==> src/design/pud_pkg.sv <==
// shared types, constants and the hex digit decode for the percent url decoder
// no dependencies; imported by every module of the block
`timescale 1ns / 1ps
`default_nettype none

package pud_pkg;

    localparam logic [7:0]  PCT_CHAR      = 8'h25;
    localparam logic [7:0]  PLUS_CHAR     = 8'h2B;
    localparam logic [7:0]  SPACE_CHAR    = 8'h20;
    localparam logic [15:0] MAX_OUT_RESET = 16'd1023;
    localparam int          QUEUE_DEPTH   = 4;
    localparam int          MAX_RESULTS   = 3;

    // one classified input transaction: the decoded bytes it emits
    typedef struct packed {
        logic [2:0][7:0] bytes;
        logic [1:0]      nbytes;
        logic            last;
        logic [15:0]     base;
    } t_op;

    // queue status seen by the result sequencer and the top level
    typedef struct packed {
        logic empty;
        logic full;
    } t_q_stat;

    // hex digit decode: bit 4 set when the byte is a valid digit
    function automatic logic [4:0] hex_decode(input logic [7:0] c);
        logic [4:0] r;
        r = 5'd0;
        if (c inside {[8'h30:8'h39]}) begin
            r = {1'b1, 4'(c - 8'h30)};
        end else if (c inside {[8'h61:8'h66]}) begin
            r = {1'b1, 4'(c - 8'h57)};
        end else if (c inside {[8'h41:8'h46]}) begin
            r = {1'b1, 4'(c - 8'h37)};
        end
        return r;
    endfunction

endpackage

`default_nettype wire

==> src/design/pud_front.sv <==
// front end: escape tracking, candidate bytes, output limit, op build
// depends on pud_pkg
`timescale 1ns / 1ps
`default_nettype none

module pud_front (
    input  wire logic           i_clk,
    input  wire logic           i_rst_n,
    input  wire logic           i_accept,
    input  wire logic [7:0]     i_in_byte,
    input  wire logic           i_is_last,
    input  wire logic [15:0]    i_max_out_bytes,
    output pud_pkg::t_op        o_op,
    output logic                o_push
);
    import pud_pkg::*;

    logic [1:0]  r_pc;
    logic [7:0]  r_pb1;
    logic [15:0] r_emitted;
    logic [1:0]  n_pc;
    logic [7:0]  n_pb1;
    logic [15:0] n_emitted;

    logic [4:0]  h;
    logic [4:0]  hi;
    logic        is_pct;
    logic [7:0]  fresh_val;
    logic [7:0]  cand [4];
    logic [2:0]  ncand;
    logic [1:0]  ncap;
    logic [15:0] room;
    logic [1:0]  nbytes;
    logic [1:0]  pc_mid;

    // classify the incoming byte
    assign h         = hex_decode(i_in_byte);
    assign hi        = hex_decode(r_pb1);
    assign is_pct    = (i_in_byte == PCT_CHAR);
    assign fresh_val = (i_in_byte == PLUS_CHAR) ? SPACE_CHAR : i_in_byte;

    // candidate bytes in emit order, then the flush on the last byte
    always_comb begin
        ncand  = 3'd0;
        pc_mid = is_pct ? 2'd1 : 2'd0;
        n_pb1  = r_pb1;
        for (int k = 0; k < 4; k++) begin
            cand[k] = 8'h00;
        end
        case (r_pc)
            2'd1: begin
                if (h[4]) begin
                    pc_mid = 2'd2;
                    n_pb1  = i_in_byte;
                end else begin
                    cand[0] = PCT_CHAR;
                    ncand   = 3'd1;
                    if (!is_pct) begin
                        cand[1] = fresh_val;
                        ncand   = 3'd2;
                    end
                end
            end
            2'd2: begin
                if (h[4] && hi[4]) begin
                    cand[0] = {hi[3:0], h[3:0]};
                    ncand   = 3'd1;
                    pc_mid  = 2'd0;
                end else begin
                    cand[0] = PCT_CHAR;
                    cand[1] = r_pb1;
                    ncand   = 3'd2;
                    if (!is_pct) begin
                        cand[2] = fresh_val;
                        ncand   = 3'd3;
                    end
                end
            end
            default: begin
                if (!is_pct) begin
                    cand[0] = fresh_val;
                    ncand   = 3'd1;
                end
            end
        endcase
        if (i_is_last && pc_mid != 2'd0 && ncand < 3'd4) begin
            cand[ncand[1:0]] = PCT_CHAR;
            ncand            = ncand + 3'd1;
        end
        if (i_is_last && pc_mid == 2'd2 && ncand < 3'd4) begin
            cand[ncand[1:0]] = n_pb1;
            ncand            = ncand + 3'd1;
        end
    end

    // apply the per-transaction cap and the output byte limit
    always_comb begin
        ncap   = (ncand > 3'(MAX_RESULTS)) ? 2'(MAX_RESULTS) : ncand[1:0];
        room   = (r_emitted >= i_max_out_bytes) ? 16'd0 : (i_max_out_bytes - r_emitted);
        nbytes = (room < 16'(ncap)) ? room[1:0] : ncap;
    end

    // next state, cleared at the end of a string
    always_comb begin
        if (i_is_last) begin
            n_pc      = 2'd0;
            n_emitted = 16'd0;
        end else begin
            n_pc      = pc_mid;
            n_emitted = r_emitted + 16'(nbytes);
        end
    end

    // op handed to the queue
    always_comb begin
        o_op.bytes[0] = cand[0];
        o_op.bytes[1] = cand[1];
        o_op.bytes[2] = cand[2];
        o_op.nbytes   = nbytes;
        o_op.last     = i_is_last;
        o_op.base     = r_emitted;
        o_push        = i_accept && (nbytes != 2'd0 || i_is_last);
    end

    // escape and count state
    always_ff @(posedge i_clk) begin
        if (!i_rst_n) begin
            r_pc      <= 2'd0;
            r_pb1     <= 8'h00;
            r_emitted <= 16'd0;
        end else if (i_accept) begin
            r_pc      <= n_pc;
            r_pb1     <= i_is_last ? 8'h00 : n_pb1;
            r_emitted <= n_emitted;
        end
    end

endmodule

`default_nettype wire

==> src/design/pud_queue.sv <==
// short op queue between the front end and the result sequencer
// depends on pud_pkg
`timescale 1ns / 1ps
`default_nettype none

module pud_queue #(
    parameter int DEPTH = pud_pkg::QUEUE_DEPTH
) (
    input  wire logic           i_clk,
    input  wire logic           i_rst_n,
    input  wire logic           i_push,
    input  wire pud_pkg::t_op   i_op,
    input  wire logic           i_pop,
    output pud_pkg::t_op        o_head,
    output pud_pkg::t_q_stat    o_stat
);
    import pud_pkg::*;

    localparam int PTR_W = (DEPTH > 1) ? $clog2(DEPTH) : 1;
    localparam int CNT_W = $clog2(DEPTH + 1);

    t_op              r_mem [DEPTH];
    logic [PTR_W-1:0] r_wr_ptr;
    logic [PTR_W-1:0] r_rd_ptr;
    logic [CNT_W-1:0] r_count;
    logic             do_push;
    logic             do_pop;

    assign o_stat.empty = (r_count == CNT_W'(0));
    assign o_stat.full  = (r_count == CNT_W'(DEPTH));
    assign do_push      = i_push && !o_stat.full;
    assign do_pop       = i_pop && !o_stat.empty;
    assign o_head       = r_mem[r_rd_ptr];

    // storage
    always_ff @(posedge i_clk) begin
        if (do_push) begin
            r_mem[r_wr_ptr] <= i_op;
        end
    end

    // pointers and fill count
    always_ff @(posedge i_clk) begin
        if (!i_rst_n) begin
            r_wr_ptr <= '0;
            r_rd_ptr <= '0;
            r_count  <= '0;
        end else begin
            if (do_push) begin
                r_wr_ptr <= (r_wr_ptr == PTR_W'(DEPTH - 1)) ? '0 : r_wr_ptr + PTR_W'(1);
            end
            if (do_pop) begin
                r_rd_ptr <= (r_rd_ptr == PTR_W'(DEPTH - 1)) ? '0 : r_rd_ptr + PTR_W'(1);
            end
            if (do_push && !do_pop) begin
                r_count <= r_count + CNT_W'(1);
            end else if (do_pop && !do_push) begin
                r_count <= r_count - CNT_W'(1);
            end
        end
    end

endmodule

`default_nettype wire

==> src/design/pud_back.sv <==
// result sequencer: walks the head op one result per cycle into the output register
// while the output is not stalled and an op waits; depends on pud_pkg
`timescale 1ns / 1ps
`default_nettype none

module pud_back (
    input  wire logic              i_clk,
    input  wire logic              i_rst_n,
    input  wire pud_pkg::t_op      i_head,
    input  wire pud_pkg::t_q_stat  i_stat,
    output logic                   o_pop,
    output logic                   o_out_valid,
    input  wire logic              i_out_stall,
    output logic [7:0]             o_out_byte,
    output logic                   o_has_byte,
    output logic                   o_end_of_string,
    output logic [15:0]            o_decoded_count
);
    import pud_pkg::*;

    logic [1:0]  r_k;
    logic        load;
    logic        take;
    logic [1:0]  last_idx;
    logic        marker;
    logic [7:0]  res_byte;
    logic        res_eos;
    logic [15:0] res_count;

    // result k of the head op
    always_comb begin
        marker    = (i_head.nbytes == 2'd0);
        last_idx  = marker ? 2'd0 : (i_head.nbytes - 2'd1);
        res_byte  = marker ? 8'h00 : i_head.bytes[r_k];
        res_eos   = i_head.last && (r_k == last_idx);
        res_count = marker ? i_head.base : (i_head.base + 16'(r_k) + 16'd1);
    end

    // output register refills when empty or when its transaction completes
    assign load  = !o_out_valid || !i_out_stall;
    assign take  = load && !i_stat.empty;
    assign o_pop = take && (r_k == last_idx);

    // control
    always_ff @(posedge i_clk) begin
        if (!i_rst_n) begin
            o_out_valid <= 1'b0;
            r_k         <= 2'd0;
        end else begin
            if (load) begin
                o_out_valid <= !i_stat.empty;
            end
            if (o_pop) begin
                r_k <= 2'd0;
            end else if (take) begin
                r_k <= r_k + 2'd1;
            end
        end
    end

    // result payload
    always_ff @(posedge i_clk) begin
        if (take) begin
            o_out_byte      <= res_byte;
            o_has_byte      <= !marker;
            o_end_of_string <= res_eos;
            o_decoded_count <= res_count;
        end
    end

endmodule

`default_nettype wire

==> src/design/percent_url_decoder_core.sv <==
// top level of the percent url decoder: limit register, front end, op queue, sequencer
// depends on pud_pkg, pud_front, pud_queue, pud_back
`timescale 1ns / 1ps
`default_nettype none

// Streaming URL decoder: one encoded byte per transaction in, decoded bytes out,
// with "%hh" turned into one byte and "+" into a space. An input byte is taken
// every cycle while the op queue (QUEUE_DEPTH entries) has room; each input
// yields zero to three results and the sequencer drives one result per cycle
// while the output is not stalled, so the sustained rate is one input per cycle
// while inputs average at most one result. The last byte of a string always
// yields at least one result, flagged end_of_string, whose decoded_count is the
// number of decoded bytes emitted for the string. max_out_bytes is to be
// written only while the block is idle; the block itself does not enforce this.
module percent_url_decoder_core #(
    parameter int QUEUE_DEPTH = pud_pkg::QUEUE_DEPTH
) (
    input  wire logic        i_clk,
    input  wire logic        i_rst_n,
    input  wire logic        i_in_valid,
    output logic             o_in_stall,
    input  wire logic [7:0]  i_in_byte,
    input  wire logic        i_is_last,
    output logic             o_out_valid,
    input  wire logic        i_out_stall,
    output logic [7:0]       o_out_byte,
    output logic             o_has_byte,
    output logic             o_end_of_string,
    output logic [15:0]      o_decoded_count,
    input  wire logic        i_cfg_we,
    input  wire logic [15:0] i_cfg_data
);
    import pud_pkg::*;

    logic [15:0] r_max_out_bytes;
    logic        in_accept;
    logic        push;
    logic        pop;
    t_op         op;
    t_op         head;
    t_q_stat     stat;

    // output byte limit register
    always_ff @(posedge i_clk) begin
        if (!i_rst_n) begin
            r_max_out_bytes <= MAX_OUT_RESET;
        end else if (i_cfg_we) begin
            r_max_out_bytes <= i_cfg_data;
        end
    end

    assign o_in_stall = stat.full;
    assign in_accept  = i_in_valid && !o_in_stall;

    pud_front u_front (
        .i_clk           (i_clk),
        .i_rst_n         (i_rst_n),
        .i_accept        (in_accept),
        .i_in_byte       (i_in_byte),
        .i_is_last       (i_is_last),
        .i_max_out_bytes (r_max_out_bytes),
        .o_op            (op),
        .o_push          (push)
    );

    pud_queue #(
        .DEPTH (QUEUE_DEPTH)
    ) u_queue (
        .i_clk   (i_clk),
        .i_rst_n (i_rst_n),
        .i_push  (push),
        .i_op    (op),
        .i_pop   (pop),
        .o_head  (head),
        .o_stat  (stat)
    );

    pud_back u_back (
        .i_clk           (i_clk),
        .i_rst_n         (i_rst_n),
        .i_head          (head),
        .i_stat          (stat),
        .o_pop           (pop),
        .o_out_valid     (o_out_valid),
        .i_out_stall     (i_out_stall),
        .o_out_byte      (o_out_byte),
        .o_has_byte      (o_has_byte),
        .o_end_of_string (o_end_of_string),
        .o_decoded_count (o_decoded_count)
    );

    // queue status is never both full and empty
    a_stat_sane: assert property (@(posedge i_clk) disable iff (!i_rst_n)
        !(stat.full && stat.empty))
        else $error("queue reports full and empty together");

    // only ops that produce a result enter the queue
    a_push_useful: assert property (@(posedge i_clk) disable iff (!i_rst_n)
        push |-> (op.nbytes != 2'd0 || op.last))
        else $error("queued op carries no result");

    // a result without a byte is always the end-of-string marker
    a_marker_eos: assert property (@(posedge i_clk) disable iff (!i_rst_n)
        (o_out_valid && !o_has_byte) |-> o_end_of_string)
        else $error("byte-less result without end of string");

    // a byte result always counts at least one emitted byte
    a_count_nonzero: assert property (@(posedge i_clk) disable iff (!i_rst_n)
        (o_out_valid && o_has_byte) |-> (o_decoded_count != 16'd0))
        else $error("byte result with zero count");

endmodule

`default_nettype wire

==> config.mk <==
export PLATFORM = sky130hd
export DESIGN_NAME = percent_url_decoder_core
export DESIGN_NICKNAME = d
export VERILOG_FILES = /design/src/design/pud_pkg.sv /design/src/design/pud_front.sv /design/src/design/pud_queue.sv /design/src/design/pud_back.sv /design/src/design/percent_url_decoder_core.sv
export SDC_FILE = /design/constraint.sdc
export NUM_CORES = 1
export LEC_CHECK = 0
export BUFFER_PORTS_ARGS = -buffer_cell sky130_fd_sc_hd__buf_4
export CELL_PAD_IN_SITES_DETAIL_PLACEMENT = 2
export CELL_PAD_IN_SITES_GLOBAL_PLACEMENT = 2
export CORE_MARGIN = 5
export CORE_UTILIZATION = 47
export DETAILED_ROUTE_END_ITERATION = 7
export PLACE_DENSITY_LB_ADDON = 0.1
export REMOVE_ABC_BUFFERS = 1
export SYNTH_ARGS = -nofsm -noshare
export SYNTH_HDL_FRONTEND = slang
export SYNTH_SLANG_ARGS = --single-unit
==> constraint.sdc <==
create_clock -name i_clk -period 11.4 [get_ports i_clk]
set_input_delay 3.42 -clock i_clk [delete_from_list [all_inputs] [get_ports i_clk]]
set_output_delay 3.42 -clock i_clk [all_outputs]
set_load 0.005 [all_outputs]
* Word level (Yosys, flattened, before mapping) *
Memories as Yosys holds them, arrays and structs flattened. A register that Yosys moved wholly into a read port is not among the register bits.
Cells that the tools add are included.

storage, ports and cells
  register bits = 78
  latch bits = 0
  memory bits (writable) = 172
  ROM bits = 0
  input port bits = 30
  memories kept = 1

memories
  memory         depth  width  read ports  clocked after memory_dff  wr ports  line             RTL
  u_queue.r_mem  4      43     1           1                         1         pud_queue.sv:22  t_op r_mem [DEPTH];

cells by class
  add/sub/neg operators = 18
  $mul = 0
  div/mod/pow operators = 0
  magnitude comparators = 22
  equal/unequal tests = 9
  shift-type cells = 0
  muxes and demuxes = 53
  bitwise gates (word level) = 6
  reduce and logical (&&, ||, !) cells = 37

operator list
  operator                                                                              number
  8-bit 2-to-1 mux                                                                      10
  16-bit 2-to-1 mux                                                                     4
  32-bit 2-to-1 mux                                                                     2
  16-bit by 2-bit adder with 16-bit output                                              2
  32-bit bitwise mux                                                                    1
  8-bit demux with 2-bit select                                                         2
  8-bit by 7-bit greater-or-equal comparator with 1-bit output (second input constant)  4
  8-bit by 7-bit <= comparator with 1-bit output (second input constant)                4
  8-bit one-hot mux with 2 select lines                                                 2
  5-bit 2-to-1 mux                                                                      6
  2-bit 2-to-1 mux                                                                      13
  1-bit logical AND                                                                     22
  20-bit bitwise AND                                                                    1
  20-bit inverter                                                                       1
  16-bit by 1-bit adder with 16-bit output (second input constant)                      1
  8-bit binary-select mux with 2-bit select                                             1
  8-bit by 6-bit equality test with 1-bit output (second input constant)                2
  16-bit greater-or-equal comparator                                                    1
  8-bit by 6-bit greater-or-equal comparator with 1-bit output (second input constant)  2
  8-bit by 6-bit <= comparator with 1-bit output (second input constant)                2
  16-bit by 2-bit less-than comparator with 1-bit output                                1
  16-bit subtractor                                                                     1
  4-bit by 3-bit subtractor with 4-bit output (second input constant)                   4
  14-bit 2-to-1 mux                                                                     1
  27 further kinds                                                                      55

* Depth between registers and ports, before layout *
Gate-level depths: netlist of run 1.

  depth after elaboration = 27
  mapped depth = 26
  depth with buffers taken out = 24

* Cells and area by module *
Synthesis of run 1 repeated with hierarchy kept, for this count alone.

unflattened totals
  cells, all modules = 954
  area, all modules = 12446.9 µm²

by module, submodules not included
  module                    instances  cells each  area an instance (µm²)
  pud_queue                 1          276         6740.2
  pud_front                 1          485         3559.7
  pud_back                  1          141         1550.2
  percent_url_decoder_core  1          52          596.8

* Worst setup path before layout of run 1 *
OpenSTA, ideal clock, no wires.

  path type = in2reg
  from = in i_in_byte[1]
  to = mem u_queue.r_mem[3][0] (netlist name), enable pin
  setup time = 0.405 ns
  data arrival time = 7.963 ns
  required time = 10.995 ns
  slack = 3.032 ns
  cell stages on the path = 19
  cells stage by stage = inv_1 ha_1 o21bai_1 a21oi_2 a21o_2 buf_6 a21boi_4 clkbuf_1 o21ai_0 ha_1 o21ai_0 ha_1 nor2_1 a21oi_2 o22ai_1 o32ai_2 o21ai_2 a221oi_4 and2_1

between the ends
  cells in the longest elaborated chain, start to end = 25
  elaborated cells on any way between the ends = 46

ends and longest elaborated chain
  element                                                                                                                line                            RTL
  start: declaration                                                                                                     percent_url_decoder_core.sv:22  input wire logic [7:0] i_in_byte,
  parallel branches: the longest is 14 deep, another holds 8-bit by 7-bit greater-or-equal comparator with 1-bit output  --
  3-bit 2-to-1 mux (*)                                                                                                   pud_front.sv:90                 if (i_is_last && pc_mid == 2'd2 && ncand < 3'd4) begin
  3-bit by 2-bit greater-than comparator with 1-bit output                                                               pud_front.sv:98                 ncap = (ncand > 3'(MAX_RESULTS)) ? 2'(MAX_RESULTS) : ncand[1:0];
  2-bit 2-to-1 mux (*)                                                                                                   pud_front.sv:98
  16-bit by 2-bit less-than comparator with 1-bit output                                                                 pud_front.sv:100                nbytes = (room < 16'(ncap)) ? room[1:0] : ncap;
  2-bit 2-to-1 mux (*)                                                                                                   pud_front.sv:100
  2-bit nonzero test (*)                                                                                                 pud_front.sv:122                o_push = i_accept && (nbytes != 2'd0 || i_is_last);
  1-bit logical OR (*)                                                                                                   pud_front.sv:122
  1-bit logical AND (*)                                                                                                  pud_front.sv:122
  1-bit logical AND (*)                                                                                                  pud_queue.sv:31                 assign do_push = i_push && !o_stat.full;
  named net u_queue.do_push                                                                                              pud_queue.sv:26                 logic do_push;
  1-bit 2-to-1 mux (*)                                                                                                   pud_queue.sv:37                 if (do_push) begin
  1-bit 2-to-1 mux (implied by the code) (*)                                                                             pud_queue.sv:38                 r_mem[r_wr_ptr] <= i_op;
  end: declaration                                                                                                       pud_queue.sv:22

Mark *: on every way through the listed nets, which the timed path passes.

==> results.ini, run 1 <==
[run_status]
outcome=completed

[clock_network]
postCtsSetupRepairBufs=0
clock-root-buffer=sky130_fd_sc_hd__clkbuf_16
clk-insertion-delay-late_ns=0.60
cts-root-to-sink-buffers=3
post_cts.resized_instances=0
cts-buffers-inserted=28
path_clk_slew_ns=0.06
tritoncts=done
cts.htree.levels=1
hold_buffers=0
clock_sink_count=252

[finish]
syn_to_final_growth_pct=14.3
layout-drive-gt1-share_pct=17.5
final_util_pct=54.8
finalNetCount=1088

[sta]
final.period_utilization_pct=85.0
slew_violations=0
fin_crit_ns=9.69
worst_pin_slew_ns=1.23
finalHoldViolCount=0
setup_violations=0
totalNegativeSetupSlack_ns=0
fmax_mhz=103
rsz0062_at_grt=false
slew_headroom_pct=17.7
fin_worst_skew_ns=0.0420

[grt]
grt_overflow_total=0
number_of_antenna_violations_at_the_first_check_in_global_routing=3
grt.total_usage_pct=31.4
first_global_vias=9605
grt_pass1_wl_microns=67200
grt_start_max_net_pins=44

[critical_path]
worst_ep_arrival_time_ns=10.16
path_cells=buf_4 > inv_1 > ha_1 > o21bai_1 > a21oi_2 > a21o_2 > a21boi_4 > o21ai_0 > ha_1 > o21ai_0 > ha_1 > nor2_1 > a21oi_2 > o22ai_1 > o32ai_2 > a21oi_1 > or2_1 > a21boi_1 > ha_1 > a21oi_1 > nor3_1 > nand2_1 > or3_1 > a21oi_1
crit_path_max_incr_delay_ns=0.76
timing.critical_path.mode_cell=sky130_fd_sc_hd__ha_1
critical_path_required_ns=11.87
worst_r2r_path_depth=23
worst-path-max-fanout=17
timing_worst_setup_path_type=input pin to register
crit_path_top_delay_cell=sky130_fd_sc_hd__nor3_1
critical_path.startpoint_type=input pin
setup.worst_path.end_class=register

[job]
max-cap-violations=0

[floorplan]
floorplan.die_area_sq_um=29100
io_pins=58
vertical_die_dimension_microns=171
fp.coreArea_sq_um=25300
rows=58
initial_utilization_pct=47.9
floorplan.die.width_microns=171

[routing]
viasPerCell=6.51
detail_route.first_pass.iterations=5
drt-total-wl_microns=45200
detailedRoute.firstIterationViolations=933
met1Wirelength_microns=17500
routedWlPerCell_microns=33.1
detail_route.drc_violations=0
met3WireLength_microns=3270
routed.top_layer=met5
num_vias=8880
antenna_left=0
route.met2.wl_microns=22700

[pwr]
pwr_density_cell_nw_per_um2=207
switching_pwr_uw=915
power.share.clock_pct=34.6
seq_power_share_pct=42.6
internal_power_uw=1960
power_frac_comb_pct=22.8
ir_worst_vdd_uv=189
cellLeakagePower_uw=0.00495
netSwitchingFraction_pct=31.8
report.power.total_uw=2880

[yosys]
synth_sequential_area_ratio_pct=57.9
post_synth_most_frequent_cells=198 x sky130_fd_sc_hd__edfxtp_1, 88 x sky130_fd_sc_hd__nor2_1, 84 x sky130_fd_sc_hd__nand2_1
synth_warnings=0
synth_area_sq_um=12100
yosys.cell_types.count=78
synthesis.instances=951
netlist.area_leader.share_pct=49.0
synth_enable_flop_cells=198
netlist_top_cells_area=sky130_fd_sc_hd__edfxtp_1 49%, sky130_fd_sc_hd__dfxtp_1 8.9%, sky130_fd_sc_hd__mux4_2 7.8%
synth-main-ff-cell=sky130_fd_sc_hd__edfxtp_1
synth-seq-cells=252
asyncSetResetFlopFracSynth_pct=0
yosysTopAreaCell=sky130_fd_sc_hd__edfxtp_1
post-synth-top-count-cell=sky130_fd_sc_hd__edfxtp_1
syn_area_per_cell_sq_um=12.8

[placed_design]
place_congestion=0.828
detailed_place_hpwl_microns=26100
place.port_buffers=57

[hold_path]
timing.hold.worst.class=register to register
worst_hold_path.num_cells=2

per-layer routing:
layer / global-route usage [%] / vias up
met2: 54.8 / 499
met4: 9.79 / 4
li1: - / 3695
met5: 0 / -
met1: 39.9 / 4566
met3: 5.64 / 116
registers in the layout, summed over array words and instances (netlist names), named ones only:
signal / cells
r_max_out_bytes: 16
u_front.r_pb1: 8
u_queue.r_mem: 172
u_queue.r_wr_ptr: 2
u_queue.r_count: 3
u_queue.r_rd_ptr: 2
u_back.o_out_valid: 1
u_front.r_pc: 2
u_back.o_decoded_count: 16
u_back.o_has_byte: 1
u_back.r_k: 2
u_back.o_end_of_string: 1
u_back.o_out_byte: 8
u_front.r_emitted: 16
kinds of logic after synthesis:
logic type               Yosys count  share of synthesized area (%)
AO/OA/AOI/OAI                    187                           10.9
XOR/XNOR                          36                           2.60
adder cells (fa/ha/maj)           48                           5.19
buffers and inverters             86                           2.89
flip-flops                       252                           57.9
multiplexers                      66                           9.78
AND/OR/NAND/NOR                  276                           10.8
final cells by class:
type / instances / area [sq um]
Timing Repair Buffer: 65 / 488
Clock buffer: 33 / 739
Multi-Input combinational cell: 613 / 4780
Fill cell: 2390 / 11500
Tap cell: 330 / 413
Inverter: 50 / 188
Sequential cell: 252 / 7030
Clock inverter: 19 / 229
Antenna cell: 3 / 7.51
cells in the final DEF, fill, tap and decap left out, types with 8 or more instances in the layout:
cell	n
sky130_fd_sc_hd__buf_4	65
sky130_fd_sc_hd__nand2b_1	8
sky130_fd_sc_hd__o22ai_1	8
sky130_fd_sc_hd__nor2_1	88
sky130_fd_sc_hd__and2_1	8
sky130_fd_sc_hd__mux4_2	42
sky130_fd_sc_hd__ha_1	44
sky130_fd_sc_hd__nor3_1	14
sky130_fd_sc_hd__and3_1	10
sky130_fd_sc_hd__o21ai_0	28
sky130_fd_sc_hd__dfxtp_1	52
sky130_fd_sc_hd__a22oi_1	18
sky130_fd_sc_hd__nand3_1	20
sky130_fd_sc_hd__edfxtp_1	198
sky130_fd_sc_hd__a21oi_1	55
sky130_fd_sc_hd__nand2_1	84
sky130_fd_sc_hd__xnor2_1	24
sky130_fd_sc_hd__mux2i_1	23
sky130_fd_sc_hd__nor2b_1	9
sky130_fd_sc_hd__inv_1	47
sky130_fd_sc_hd__clkbuf_16	28
sky130_fd_sc_hd__xor2_1	12
metrics by stage:
stage / hold slack, ns / setup slack, ns / cell area, sq um / cells
6_report: 0.481 / 1.71 / 13900 / 1365
3_3_place_gp: 0.467 / 2.49 / 12900 / 1310
4_1_cts: 0.487 / 1.87 / 13900 / 1362
5_1_grt: 0.521 / 1.35 / 13900 / 1363
2_1_floorplan: 0.447 / 3.23 / 12000 / 915
3_5_place_dp: 0.470 / 1.81 / 12900 / 1310
worst paths after layout:
path / endpoint / slack [ns] / startpoint
worst max register to register: u_front.r_emitted[15] / 4.40 / u_front.r_pb1[0]
worst min-delay path: r_max_out_bytes[5] / 0.48 / r_max_out_bytes[5]
worst min register to register: r_max_out_bytes[5] / 0.48 / r_max_out_bytes[5]
worst max-delay path: u_front.r_emitted[15] / 1.71 / i_in_byte[1]
worst max-delay path, delay by kind of cell:
| kind | cells | cell delay (ns) |
|---|---|---|
| simple gates | 5 | 1.76 |
| buf+inv | 2 | 0.29 |
| fa+ha+maj | 4 | 1.21 |
| compound gates | 13 | 3.45 |
power groups by stage:
stage               clock, uW  sequential, uW  combinational, uW
finish                    994            1230                656
floorplan                   0            1230                341
detailed placement          0            1230                615
CTS                      1000            1230                660
global route             1050            1230                701
global placement            0            1220                572
(Power assumes the default switching activity.)
==> inputs of run 2 (changes only) <==
--- a/config.mk
+++ b/config.mk
@@ -15,4 +15,5 @@
 export REMOVE_ABC_BUFFERS = 1
 export SYNTH_ARGS = -nofsm -noshare
 export SYNTH_HDL_FRONTEND = slang
+export SYNTH_HIERARCHICAL = 1
 export SYNTH_SLANG_ARGS = --single-unit
==> results.ini, run 2 <==
[critical_path]
timing_worst_setup_path_type=input pin to register
worst_r2r_path_depth=36
worst-path-max-fanout=6
crit_path_max_incr_delay_ns=0.67
timing.reg2reg.setup_slack_ns=2.23
critical_path.startpoint_type=input pin
rr_endpoint=u_front/r_emitted[12]
worst_ep_arrival_time_ns=11.76
timing.critical_path.mode_cell=sky130_fd_sc_hd__ha_1
crit_end=u_front/r_emitted[12]
rr_startpoint=u_front/r_pb1[0]
crit_path_top_delay_cell=sky130_fd_sc_hd__or4_2
critPathLaunch=i_in_byte[3]
critical_path_required_ns=11.87
setup.worst_path.end_class=register

[job]
max-cap-violations=0

[clock_network]
path_clk_slew_ns=0.06
clock-root-buffer=sky130_fd_sc_hd__clkbuf_16
cts.htree.levels=1
tritoncts=done
cts-root-to-sink-buffers=3
cts-buffers-inserted=28
clock_sink_count=252
hold_buffers=0
clk-insertion-delay-late_ns=0.57

[routing]
detailedRoute.firstIterationViolations=870
drt-total-wl_microns=45300
detail_route.first_pass.iterations=5
routedWlPerCell_microns=32.4
detail_route.drc_violations=0
num_vias=9079
viasPerCell=6.49
antenna_left=0

[yosys]
netlist.area_leader.share_pct=47.8
synthAdderAreaFrac_pct=5.07
synthesis.instances=954
synth-seq-cells=252
synth_sequential_area_ratio_pct=56.5
synth_area_in_compound_gates_pct=9.60
yosys.cell_types.count=91
syn_area_per_cell_sq_um=13.0
synth_area_sq_um=12400
netlist_top_cells_area=sky130_fd_sc_hd__edfxtp_1 48%, sky130_fd_sc_hd__dfxtp_1 8.7%, sky130_fd_sc_hd__mux4_2 7.2%
synth_enable_flop_cells=198
post-synth-top-count-cell=sky130_fd_sc_hd__edfxtp_1
main_combinational_cell_family_by_area_after_synthesis=simple AND/OR/NAND/NOR gates
yosys-mux-area-fraction_pct=10.8
synth-main-ff-cell=sky130_fd_sc_hd__edfxtp_1
synth_xor_area_share_pct=2.46
post_synth_most_frequent_cells=198 x sky130_fd_sc_hd__edfxtp_1, 71 x sky130_fd_sc_hd__nor2_1, 62 x sky130_fd_sc_hd__nand2_1
asyncSetResetFlopFracSynth_pct=0
synth_warnings=6
synth_simple_gate_area_share_pct=11.6
yosysTopAreaCell=sky130_fd_sc_hd__edfxtp_1

[finish]
most-common-layout-cells=198 x sky130_fd_sc_hd__edfxtp_1, 94 x sky130_fd_sc_hd__buf_4, 71 x sky130_fd_sc_hd__nor2_1, 61 x sky130_fd_sc_hd__nand2_1, 52 x sky130_fd_sc_hd__dfxtp_1
max_flop_register=u_queue/r_mem
largest_register_ff_count=172
finalNetCount=1118
syn_to_final_growth_pct=16.0
postLayoutCellArea_sq_um=14400
mostFrequentLayoutCell=sky130_fd_sc_hd__edfxtp_1
fin_cells=1398
final_util_pct=55.4
layout-drive-gt1-share_pct=22.4

[pwr]
ir_worst_vdd_uv=148
cellLeakagePower_uw=0.00513
pwr_density_cell_nw_per_um2=215
report.power.total_uw=3110

[sta]
fin_worst_skew_ns=0.0170
worst_pin_slew_ns=1.08
finalHoldViolCount=0
slew_headroom_pct=27.9
slew_violations=0
totalNegativeSetupSlack_ns=0
fin_crit_ns=11.29
fmax_mhz=88.6
final.period_utilization_pct=99.0
setup_violations=0

[hold_path]
timing.hold.worst.class=register to register
hold_wc_startpoint=r_max_out_bytes[0]

[placed_design]
place_congestion=0.840
place.port_buffers=57
placedCellCount=1342
detailed_place_hpwl_microns=27200
post_dp_cell_area_sq_um=13300

[grt]
grt.total_usage_pct=28.5
grt_start_max_net_pins=44
first_global_vias=9850
grt_overflow_total=0
number_of_antenna_violations_at_the_first_check_in_global_routing=1
grt_pass1_wl_microns=65700

[floorplan]
io_pins=58
vertical_die_dimension_microns=173
rows=59
floorplan.die.width_microns=173
initial_utilization_pct=47.8
floorplan.die_area_sq_um=29800
fp.coreArea_sq_um=26100

[run_status]
outcome=completed

==> run 2: final cells by class <==
type                       instances  area, sq um
clock inverter                     6         86.3
tap                              335          419
clock buffer                      46          860
inverter                          49          184
fill                            2417        11600
multi-input combinational        610         5060
sequential                       252         7030
antenna                            1         2.50
timing repair buffer              99          797
==> run 2: worst min-delay path by stage <==
stage | slack, ns | cells past startpoint | end
after detailed placement | 0.47 | 2 | r_max_out_bytes[0]
after global routing | 0.49 | 2 | r_max_out_bytes[0]
after floorplan | 0.44 | 2 | r_max_out_bytes[0]
after global placement | 0.46 | 2 | r_max_out_bytes[0]
after CTS | 0.48 | 2 | r_max_out_bytes[0]
final | 0.48 | 2 | r_max_out_bytes[0]
==> run 2: power breakdown <==
part | leakage, uW | switching, uW | internal (uW) | total [uW]
sequential | 0.00233 | 95.2 | 1200 | 1290
combinational | 0.00235 | 509 | 358 | 867
clock | 0.000458 | 406 | 541 | 947
total | 0.00513 | 1010 | 2100 | 3110
==> run 2: repair_timing <==
| item | CTS | global route |
|---|---|---|
| endpoints found under the hold margin | 0 | 0 |
| gates cloned | 0 | 0 |
| gates resized for setup | 6 | 25 |
| pin swaps | 2 | 5 |
| setup endpoints to repair | 7 | 132 |
| setup buffers | 0 | 3 |
==> run 2: cells by family (layout without fill, tap and decap cells) <==
| group | after synthesis | after routing |
|---|---|---|
| AO/OA/AOI/OAI | 175 | 175 |
| other | 1 | 2 |
| XOR/XNOR | 35 | 35 |
| buffers and inverters | 92 | 200 |
| flip-flops | 252 | 252 |
| multiplexers | 79 | 79 |
| AND/OR/NAND/NOR | 272 | 272 |
| adder cells (fa/ha/maj) | 48 | 48 |
==> run 2: through the flow <==
step | hold slack, ns | worst slack (ns)
final | 0.477 | 0.109
after global routing | 0.490 | -0.258
after CTS | 0.483 | 0.0264
after detailed placement | 0.469 | -0.471
after global placement | 0.458 | 0.0229
after floorplan | 0.440 | -0.355
==> run 2: critical path: cells and delay by family <==
family                   cells  cell delay (ns)
AO/OA/AOI/OAI                8             1.28
adder cells (fa/ha/maj)      6             1.58
buffers and inverters        6             0.58
AND/OR/NAND/NOR             16             4.84
==> run 2: routing by layer <==
layer / GRT usage (%) / vias up / share of wire [%]
li1: - / 3776 / -
met1: 37.5 / 4768 / 41
met2: 49.4 / 435 / 51
met3: 4.28 / 100 / 5.4
met4: 7.57 / 0 / 3.1
met5: 0.321 / - / 0
==> inputs of run 3 (changes only) <==
--- a/config.mk
+++ b/config.mk
@@ -11,6 +11,7 @@
 export CORE_MARGIN = 5
 export CORE_UTILIZATION = 47
 export DETAILED_ROUTE_END_ITERATION = 7
+export GPL_TIMING_DRIVEN = 0
 export PLACE_DENSITY_LB_ADDON = 0.1
 export REMOVE_ABC_BUFFERS = 1
 export SYNTH_ARGS = -nofsm -noshare
==> results.ini, run 3 (synthesis gave the netlist of run 2 again) <==
[pwr]
pwr_density_cell_nw_per_um2=212
power_frac_comb_pct=28.3
cellLeakagePower_uw=0.00504
internal_power_uw=2060
switching_pwr_uw=979
report.power.total_uw=3040
ir_worst_vdd_uv=193
netSwitchingFraction_pct=32.2
seq_power_share_pct=42.5
power.share.clock_pct=29.2

[floorplan]
io_pins=58
initial_utilization_pct=47.8
rows=59
floorplan.die_area_sq_um=29800
vertical_die_dimension_microns=173
floorplan.die.width_microns=173
fp.coreArea_sq_um=26100

[run_status]
outcome=completed

[routing]
detailedRoute.firstIterationViolations=730
drt-total-wl_microns=42100
detail_route.first_pass.iterations=5
viasPerCell=6.39
num_vias=8770
antenna_left=0
routedWlPerCell_microns=30.7
detail_route.drc_violations=0

[finish]
most-common-layout-cells=198 x sky130_fd_sc_hd__edfxtp_1, 70 x sky130_fd_sc_hd__nor2_1, 68 x sky130_fd_sc_hd__buf_4, 61 x sky130_fd_sc_hd__nand2_1, 52 x sky130_fd_sc_hd__dfxtp_1
n_antenna_cell=0
max_flop_register=u_queue/r_mem
finalNetCount=1094
nFillCells=2441
postLayoutCellArea_sq_um=14300
syn_to_final_growth_pct=15.0
final_util_pct=54.9
fin_cells=1372
largest_register_ff_count=172
mostFrequentLayoutCell=sky130_fd_sc_hd__edfxtp_1
layout-drive-gt1-share_pct=21.4

[grt]
first_global_vias=9478
grt_pass1_wl_microns=62700
grt_overflow_total=0
grt_start_max_net_pins=44
grt.total_usage_pct=26.9
number_of_antenna_violations_at_the_first_check_in_global_routing=1

[critical_path]
crit_path_max_incr_delay_ns=0.69
critical_path_required_ns=11.89
timing.reg2reg.setup_slack_ns=2.14
number_of_buffers_and_inverters_on_the_critical_path=4
critical-path-top-delay-family=simple AND/OR/NAND/NOR gates
setup.worst_path.end_class=register
crit_path_top_delay_cell=sky130_fd_sc_hd__or4_2
critical_path.startpoint_type=input pin
worst-path-max-fanout=11
timing.critical_path.mode_cell=sky130_fd_sc_hd__ha_2
worst_ep_arrival_time_ns=11.78
timing_worst_setup_path_type=input pin to register

[placed_design]
detailed_place_hpwl_microns=26400
placedCellCount=1309
place_congestion=0.851
place.port_buffers=57
post_dp_cell_area_sq_um=13100

[sta]
final.period_utilization_pct=99.0
slew_violations=0
fin_worst_skew_ns=0.0203
finalHoldViolCount=0
setup_violations=0
slew_headroom_pct=22.4
fmax_mhz=88.6
fin_crit_ns=11.29
worst_pin_slew_ns=1.16

[clock_network]
clock_sink_count=252
cts-root-to-sink-buffers=3
cts.htree.levels=1
tritoncts=done
path_clk_slew_ns=0.06
clk-insertion-delay-late_ns=0.57
cts-buffers-inserted=28
clock-root-buffer=sky130_fd_sc_hd__clkbuf_16

[job]
max-cap-violations=0

[hold_path]
timing.hold.worst.class=register to register

-- run 3: path summary, 6_finish.rpt --
path | startpoint | end | depth (start not counted)
setup reg to reg | u_front/r_pb1[0] | u_queue/r_count[2] | 36
setup / recovery | i_in_byte[3] | u_queue/r_count[2] | 36
hold reg to reg | r_max_out_bytes[3] | r_max_out_bytes[3] | 2
hold / removal | r_max_out_bytes[3] | r_max_out_bytes[3] | 2
-- run 3: final cells by class --
class / instances / area, sq um / area share (%)
Inverter: 49 / 189 / 1.32
Timing Repair Buffer: 75 / 658 / 4.60
Multi-Input combinational cell: 610 / 5130 / 35.9
Sequential cell: 252 / 7030 / 49.1
Clock buffer: 40 / 776 / 5.42
Clock inverter: 11 / 110 / 0.769
Tap cell: 335 / 419 / 2.93
-- run 3: what timing repair did --
action,4_1_cts,5_1_grt
pin swaps,7,10
hold buffers,0,0
gates resized for setup,33,18
endpoints found under the setup margin,193,143
setup buffers,3,9
gates cloned,0,0
-- run 3: tightest hold or removal path: stages, from the launching register on --
cell                      delay, ns
sky130_fd_sc_hd__dfxtp_1       0.33
sky130_fd_sc_hd__mux2i_1       0.07
sky130_fd_sc_hd__nand2_1       0.05
-- run 3: power by group through the flow --
stage	Combinational, uW	Clock [uW]	Sequential, uW
2_1_floorplan	450	0	1300
3_3_place_gp	670	0	1320
3_5_place_dp	798	0	1300
4_1_cts	855	905	1290
5_1_grt	920	943	1310
6_report	862	887	1290
-- run 3: per-stage QoR --
step           setup WS, ns  TNS (ns)  hold WS (ns)
3_3_place_gp          -2.70   -478.89         0.469
3_5_place_dp          -2.36   -338.94         0.471
2_1_floorplan        -0.355    -61.14         0.440
4_1_cts              0.0116         0         0.491
5_1_grt              -0.103     -4.42         0.536
6_report              0.110         0         0.483
-- run 3: per-layer routing --
layer	track usage (%)	part of all wire, %
met2	44.6	49
met1	36.5	42
met3	4.96	5.4
met4	8.16	3.3
met5	0	0.031
